==> src/rtl/core/rxtp_pkg.sv <==
// Shared types, codes and the digit decoder of the radix integer text parser.
`timescale 1ns / 1ps

package rxtp_pkg;

  localparam int NUMBER_W           = 64;
  localparam int VALUE_BITS_DEFAULT = 64;
  localparam int RADIX_W            = 7;
  localparam int STATUS_W           = 2;
  localparam int SIZE_W             = 2;
  localparam int CHAR_W             = 8;
  localparam int CFG_INDEX_W        = 2;
  localparam int CFG_DATA_W         = 7;

  // Status codes of a result item.
  localparam logic [STATUS_W-1:0] STATUS_OK        = 2'd0;
  localparam logic [STATUS_W-1:0] STATUS_NO_DIGITS = 2'd1;
  localparam logic [STATUS_W-1:0] STATUS_OVERFLOW  = 2'd2;
  localparam logic [STATUS_W-1:0] STATUS_BAD_SIGN  = 2'd3;

  // Configuration register indexes.
  localparam logic [CFG_INDEX_W-1:0] CFG_RADIX       = 2'd0;
  localparam logic [CFG_INDEX_W-1:0] CFG_SIGNED_MODE = 2'd1;
  localparam logic [CFG_INDEX_W-1:0] CFG_RESULT_SIZE = 2'd2;

  // Result size codes.
  localparam logic [SIZE_W-1:0] SIZE_1B = 2'd0;
  localparam logic [SIZE_W-1:0] SIZE_2B = 2'd1;
  localparam logic [SIZE_W-1:0] SIZE_4B = 2'd2;
  localparam logic [SIZE_W-1:0] SIZE_8B = 2'd3;

  localparam logic [RADIX_W-1:0] RADIX_RESET       = 7'd10;
  localparam logic               SIGNED_MODE_RESET = 1'b1;
  localparam logic [SIZE_W-1:0]  RESULT_SIZE_RESET = SIZE_4B;

  localparam logic [RADIX_W-1:0] RADIX_MIN        = 7'd2;
  localparam logic [RADIX_W-1:0] RADIX_MAX        = 7'd64;
  localparam logic [RADIX_W-1:0] RADIX_CASE_SPLIT = 7'd36;
  localparam logic [RADIX_W-1:0] DIGIT_NONE       = 7'd64;
  localparam logic [RADIX_W-1:0] DIGIT_SLASH      = 7'd62;
  localparam logic [RADIX_W-1:0] DIGIT_QUERY      = 7'd63;
  localparam logic [RADIX_W-1:0] UPPER_OFFSET     = 7'd26;

  localparam logic [CHAR_W-1:0] CHAR_MINUS = 8'h2D;
  localparam logic [CHAR_W-1:0] CHAR_PLUS  = 8'h2B;

  typedef struct packed {
    logic [STATUS_W-1:0] status;
    logic [NUMBER_W-1:0] number;
    logic                char_returned;
  } result_t;

  // Digit value of a character; DIGIT_NONE when it is no digit at all.
  // Upper case letters follow the lower case ones when the base is 36 or more.
  function automatic logic [RADIX_W-1:0] digit_of(input logic [CHAR_W-1:0] c,
                                                  input logic upper_high);
    logic [RADIX_W-1:0] d;
    d = DIGIT_NONE;
    if (c inside {["0":"9"]}) begin
      d = RADIX_W'(c - 8'h30);
    end else if (c inside {["a":"z"]}) begin
      d = RADIX_W'(c - 8'h61) + 7'd10;
    end else if (c inside {["A":"Z"]}) begin
      d = RADIX_W'(c - 8'h41) + 7'd10 + (upper_high ? UPPER_OFFSET : 7'd0);
    end else if (c == 8'h2F) begin
      d = DIGIT_SLASH;
    end else if (c == 8'h3F) begin
      d = DIGIT_QUERY;
    end
    return d;
  endfunction

endpackage

==> src/rtl/core/radix_integer_text_parser.sv <==
// Top level of the radix integer text parser: decode, accumulate and result buffer.
`timescale 1ns / 1ps

// The parser takes one character item per clock cycle while in_ready is high, and
// builds an integer in the configured base. A character that ends the number, or an
// end-of-input item, produces one result item (any item does while the base is out
// of range), registered into the output register or, while that stalls, the skid
// entry. The cycle time is set by the single accumulate step, a VALUE_BITS by 7-bit
// multiply followed by the digit add and the exact overflow test. Results pass
// through a two-entry buffer, so input items keep being accepted while one result
// waits to be taken; in_ready only drops when both entries are full. Configuration
// writes are taken at once and should only be made while the parser is idle.
module radix_integer_text_parser #(
  parameter int VALUE_BITS = rxtp_pkg::VALUE_BITS_DEFAULT
) (
  input  logic                             clk,
  input  logic                             rst,
  input  logic                             cfg_valid,
  output logic                             cfg_ready,
  input  logic [rxtp_pkg::CFG_INDEX_W-1:0] cfg_index,
  input  logic [rxtp_pkg::CFG_DATA_W-1:0]  cfg_data,
  input  logic                             in_valid,
  output logic                             in_ready,
  input  logic [rxtp_pkg::CHAR_W-1:0]      char_code,
  input  logic                             text_end,
  output logic                             out_valid,
  input  logic                             out_ready,
  output logic [rxtp_pkg::STATUS_W-1:0]    status,
  output logic [rxtp_pkg::NUMBER_W-1:0]    number,
  output logic                             char_returned
);
  import rxtp_pkg::*;

  localparam int PROD_W = VALUE_BITS + RADIX_W;

  logic [RADIX_W-1:0] radix;
  logic               signed_mode;
  logic [SIZE_W-1:0]  result_size;

  logic [VALUE_BITS-1:0] accumulator, accumulator_next;
  logic                  negative, negative_next;
  logic                  seen_any, seen_any_next;
  logic                  seen_digit, seen_digit_next;

  result_t result_reg, skid;
  logic    skid_valid;

  logic               in_fire, out_take, produce;
  logic               radix_bad;
  logic [RADIX_W-1:0] digit;
  logic [PROD_W-1:0]  product;
  logic [PROD_W:0]    sum;
  logic               overflow;
  logic [NUMBER_W-1:0] magnitude, signed_value;
  result_t            fresh, finished;

  assign cfg_ready = 1'b1;
  assign in_ready  = !skid_valid;
  assign in_fire   = in_valid && in_ready;
  assign out_take  = out_valid && out_ready;

  assign status        = result_reg.status;
  assign number        = result_reg.number;
  assign char_returned = result_reg.char_returned;

  always_ff @(posedge clk) begin
    if (rst) begin
      radix       <= RADIX_RESET;
      signed_mode <= SIGNED_MODE_RESET;
      result_size <= RESULT_SIZE_RESET;
    end else if (cfg_valid) begin
      case (cfg_index)
        CFG_RADIX:       radix       <= cfg_data;
        CFG_SIGNED_MODE: signed_mode <= cfg_data[0];
        CFG_RESULT_SIZE: result_size <= cfg_data[SIZE_W-1:0];
        default: ;
      endcase
    end
  end

  assign radix_bad = (radix < RADIX_MIN) || (radix > RADIX_MAX);
  assign digit     = digit_of(char_code, radix >= RADIX_CASE_SPLIT);
  assign product   = PROD_W'(accumulator) * PROD_W'(radix);
  assign sum       = (PROD_W + 1)'(product) + (PROD_W + 1)'(digit);
  assign overflow  = |sum[PROD_W:VALUE_BITS];

  // Value of the number ended here, negated in 64 bits and cut to the result size.
  always_comb begin
    magnitude    = NUMBER_W'(accumulator);
    signed_value = negative ? (64'd0 - magnitude) : magnitude;
    case (result_size)
      SIZE_1B: signed_value = {56'd0, signed_value[7:0]};
      SIZE_2B: signed_value = {48'd0, signed_value[15:0]};
      SIZE_4B: signed_value = {32'd0, signed_value[31:0]};
      default: ;
    endcase
    finished.status        = seen_digit ? STATUS_OK : STATUS_NO_DIGITS;
    finished.number        = seen_digit ? signed_value : 64'd0;
    finished.char_returned = !text_end;
  end

  always_comb begin
    accumulator_next = accumulator;
    negative_next    = negative;
    seen_any_next    = seen_any;
    seen_digit_next  = seen_digit;
    produce          = 1'b0;
    fresh            = finished;

    if (radix_bad) begin
      produce                = 1'b1;
      fresh.status           = STATUS_NO_DIGITS;
      fresh.number           = 64'd0;
      fresh.char_returned    = !text_end;
    end else if (text_end) begin
      produce = 1'b1;
    end else if (char_code == CHAR_MINUS || char_code == CHAR_PLUS) begin
      if (seen_any) begin
        produce = 1'b1;
      end else if (char_code == CHAR_PLUS || signed_mode) begin
        negative_next = (char_code == CHAR_MINUS);
        seen_any_next = 1'b1;
      end else begin
        produce             = 1'b1;
        fresh.status        = STATUS_BAD_SIGN;
        fresh.number        = 64'd0;
        fresh.char_returned = 1'b0;
      end
    end else if (digit >= radix) begin
      produce = 1'b1;
    end else if (overflow) begin
      produce             = 1'b1;
      fresh.status        = STATUS_OVERFLOW;
      fresh.number        = 64'd0;
      fresh.char_returned = 1'b0;
    end else begin
      accumulator_next = sum[VALUE_BITS-1:0];
      seen_digit_next  = 1'b1;
      seen_any_next    = 1'b1;
    end

    // Every result starts the next number afresh.
    if (produce) begin
      accumulator_next = '0;
      negative_next    = 1'b0;
      seen_any_next    = 1'b0;
      seen_digit_next  = 1'b0;
    end
  end

  always_ff @(posedge clk) begin
    if (rst) begin
      accumulator <= '0;
      negative    <= 1'b0;
      seen_any    <= 1'b0;
      seen_digit  <= 1'b0;
    end else if (in_fire) begin
      accumulator <= accumulator_next;
      negative    <= negative_next;
      seen_any    <= seen_any_next;
      seen_digit  <= seen_digit_next;
    end
  end

  // Two-entry result buffer: the output register, with a skid entry behind it
  // that fills only while the output item is stalled.
  always_ff @(posedge clk) begin
    if (rst) begin
      out_valid  <= 1'b0;
      skid_valid <= 1'b0;
    end else if (!out_valid || out_take) begin
      if (skid_valid) begin
        out_valid  <= 1'b1;
        skid_valid <= in_fire && produce;
      end else begin
        out_valid  <= in_fire && produce;
      end
    end else if (in_fire && produce) begin
      skid_valid <= 1'b1;
    end
  end

  always_ff @(posedge clk) begin
    if (!out_valid || out_take) begin
      if (skid_valid) begin
        result_reg <= skid;
        skid       <= fresh;
      end else begin
        result_reg <= fresh;
      end
    end else if (in_fire && produce) begin
      skid <= fresh;
    end
  end

endmodule

==> config.mk <==
export PLATFORM = sky130hd
export DESIGN_NAME = radix_integer_text_parser
export DESIGN_NICKNAME = d
export VERILOG_FILES = /design/src/rtl/core/rxtp_pkg.sv /design/src/rtl/core/radix_integer_text_parser.sv
export SDC_FILE = /design/constraint.sdc
export NUM_CORES = 2
export LEC_CHECK = 0
export ABC_CLOCK_PERIOD_IN_PS = 7600
export BUFFER_PORTS_ARGS = -buffer_cell sky130_fd_sc_hd__buf_4
export CAP_MARGIN = 10
export CORE_UTILIZATION = 35
export CTS_CLUSTER_DIAMETER = 50
export DETAILED_ROUTE_END_ITERATION = 8
export PLACE_DENSITY = 0.57
export RECOVER_POWER = 25
export SYNTH_ARGS = -nofsm -noshare
export SYNTH_HDL_FRONTEND = slang
export SYNTH_SLANG_ARGS = --single-unit
==> constraint.sdc <==
create_clock -name clk -period 7.6 [get_ports clk]
set_input_delay 0.38 -clock clk [delete_from_list [all_inputs] [get_ports clk]]
set_output_delay 0.38 -clock clk [all_outputs]
set_load 0.01 [all_outputs]
==> results.cfg <==
[logic_synthesis]
yosys.area_share.simple = 0.206
post_synth_inst_count = 2891
share_of_the_synthesized_netlist_area_taken_by_xor_and_xnor_gates = 0.0428
synth-edff-count = 134
synth.net_count = 3406
flops_latches_synth = 213
synth_sequential_area_ratio = 0.216
synthMuxAreaShare = 0.00269
dominant_combinational_cell_family_by_area_after_synthesis = adder cells
postSynthAreaPerCell_um2 = 9.00
complex_gate_fraction_of_the_synthesized_area = 0.136
asyncSetResetFlopFracSynth = 0
synth_area_um2 = 26000
ys_dominant_reg_cell = sky130_fd_sc_hd__edfxtp_1
yosysWarningCount = 0
synth_fa_ha_area_frac = 0.328
cell_variety_after_synth = 88

[timing]
clock-skew-final_ps = 14.5
timing.fmax_mhz = 136
tightest_slew_ps = 3380
min_period_over_period = 0.968
report.final.slew_viol_count = 86
max-slew-margin-rel = -1.25
postLayoutSetupSlackWorst_ps = 240
report.final.setup_viol = 0
hold_viol_final = 0
timing.final.crit_period_ps = 7360

[die]
die_height_um = 275
initial_core_util = 0.355
floorplan.core_area_um2 = 73200
std_cell_rows = 99
ioPinCount = 93
dieArea_um2 = 75400
floorplan.die.width_um = 275

[global_route]
antenna_found_initial = 1
largest_net_degree_at_the_start_of_global_routing = 83
grt_use_total = 0.193
grt_pass1_vias = 20800
grt_overflow_total = 0
grt_pass1_wl_mm = 116

[clock_tree]
clock_tree_from_tritoncts = yes
root_buffer = sky130_fd_sc_hd__clkbuf_16
tritoncts_num_sinks = 213
cts_buffers = 26
max-clock-path-buffers = 3
clk_pin_slew_ps = 60
insertion_delay_ps = 560
cts_hold_buffers = 0
clock_tree.htree_level_count = 1

[worst_setup_path]
cp_data_arrival_time_ps = 7640
crit_fanout = 7
crit_path_frequent_cell = sky130_fd_sc_hd__inv_1
cpLargestDelayFamily = compound AO/OA/AOI/OAI gates
critPathMaxStageDelay_ps = 530
timing.critical_path.slowest_stage_cell = sky130_fd_sc_hd__fa_1
critical_path.startpoint_type = register
critical_path_class = reg -> reg
timing.critical_path.required_ps = 7880
endpoint_kind = register
critical_path_buf_inv_count = 7

[drt]
detail_route.wl_per_cell_um = 18.8
post_drt_via_cell_ratio = 5.28
post-route-drc-count = 12
finalWirelength_mm = 73.0
first_iter_violations = 1256
dr_total_vias = 20500
ant_nets = 0
drt_pre_antenna_iters = 7

[status]
run_status = finished, violations left
failed_checks = design-rule violations, max-capacitance violations, max-slew violations

[placed_design]
placement.io_buffers = 91
place_worst_setup_slack_ps = -72.7
placedInstanceArea_um2 = 27700
detailedPlacementHpwl_mm = 55.2
globalplace.congestion = 0.897

[power_and_ir_drop]
vdd.ir_drop.worst_mv = 0.124
leakagePower_nw = 13.1
pwr_density_cell_nw_per_um2 = 97.1

[hold_path]
min-delay-path-class = in -> reg

[run]
timing.max_cap.violations = 2

[final_layout]
finish.instance_area_um2 = 28800
layout-drive-gt1-share = 0.0881
antenna_cells_inserted = 0
areaGrowthSynthToFinish_pct = 10.8
nNetsFinal = 3415
path summary, 6_finish.rpt:
check	startpoint	end	slack, ps	cells past startpoint
hold reg to reg	skid[49]	number[48]	520	2
hold / removal	cfg_data[6]	radix[6]	80	3
setup reg to reg	radix[2]	number[7]	240	32
setup / recovery	radix[2]	number[7]	240	32
kinds of logic after synthesis:
| kind of cell | Yosys count |
|---|---|
| mux | 7 |
| xor+xnor | 127 |
| simple gates | 1099 |
| buf+inv | 442 |
| compound gates | 510 |
| flops | 213 |
| fa+ha+maj | 492 |
| other cells | 1 |
sequential cells by signal, summed over array words and instances (netlist names), 2 cells and up:
register	count
skid	67
accumulator	64
number	64
radix	7
result_size	2
status	2
per-stage QoR:
| stage | hold slack [ps] | TNS [ps] | instances | power, W | util |
|---|---|---|---|---|---|
| global placement | 502 | -56.3 | 3802 | 0.00157 | 0.378 |
| detailed placement | 506 | -941 | 3802 | 0.00157 | 0.378 |
| finish | 75.6 | 0 | 3877 | 0.00280 | 0.394 |
| floorplan | 448 | 0 | 2891 | 0.00145 | - |
| CTS | 55.5 | 0 | 3848 | 0.00283 | 0.390 |
| global route | 91.2 | -1650 | 3877 | 0.00289 | 0.394 |
layout by cell type, fill, tap and decap left out, drive strengths merged, types with 30 or more instances in the layout:
master,instances
and2,259
dfxtp,79
o21ai,150
xor2,56
inv,233
nor2,157
a22o,65
edfxtp,134
o41ai,30
nand4,54
fa,317
nor3,36
ha,175
buf,123
xnor2,71
a21oi,117
clkbuf,102
nand2,464
synthesized netlist by cell type, types with 56 or more instances:
master / count / area (um2)
sky130_fd_sc_hd__ha_1: 175 / 2190
sky130_fd_sc_hd__a21oi_1: 115 / 576
sky130_fd_sc_hd__clkbuf_1: 162 / 608
sky130_fd_sc_hd__dfxtp_1: 79 / 1580
sky130_fd_sc_hd__edfxtp_1: 134 / 4020
sky130_fd_sc_hd__fa_1: 317 / 6350
sky130_fd_sc_hd__nand2_1: 464 / 1740
sky130_fd_sc_hd__and2_1: 259 / 1620
sky130_fd_sc_hd__nor2_1: 157 / 589
sky130_fd_sc_hd__xnor2_1: 71 / 622
sky130_fd_sc_hd__xor2_1: 56 / 490
sky130_fd_sc_hd__inv_1: 228 / 856
sky130_fd_sc_hd__o21ai_0: 139 / 696
sky130_fd_sc_hd__a22o_1: 65 / 569
worst reg2reg max path: cells and delay by family, from the launching register on:
family,cells,cell delay [ps]
compound gates,12,2480
fa+ha+maj,7,2470
buf+inv,7,670
simple gates,6,1150
flops,1,320
per-layer routing:
layer  vias up  wire, um  track usage
met1     10300     34200        0.274
met4         0      1350       0.0461
li1       9702         -            -
met3        84      3420       0.0212
met2       426     34000        0.315
met5         -         0            0
timing repair:
item,in CTS,in global routing
endpoints found under the hold margin,0,0
gates resized for setup,3,45
setup buffers,0,23
gates cloned,0,6
setup endpoints to repair,47,270
pin swaps,0,23
area by class of cell:
cell class	instances	area, um2
Inverter	228	856
Sequential cell	213	5610
Clock inverter	16	164
Multi-Input combinational cell	2236	18800
Tap cell	959	1200
Timing Repair Buffer	195	1460
Fill cell	7403	44400
Clock buffer	30	687
where the power goes:
part / total (W) / switching, W / internal, W
sequential: 0.00129 / 0.0000166 / 0.00127
combinational: 0.000249 / 0.000173 / 0.0000752
clock: 0.00126 / 0.000535 / 0.000724
total: 0.00280 / 0.000725 / 0.00207
No activity file was read; power rests on OpenSTA's default activity.
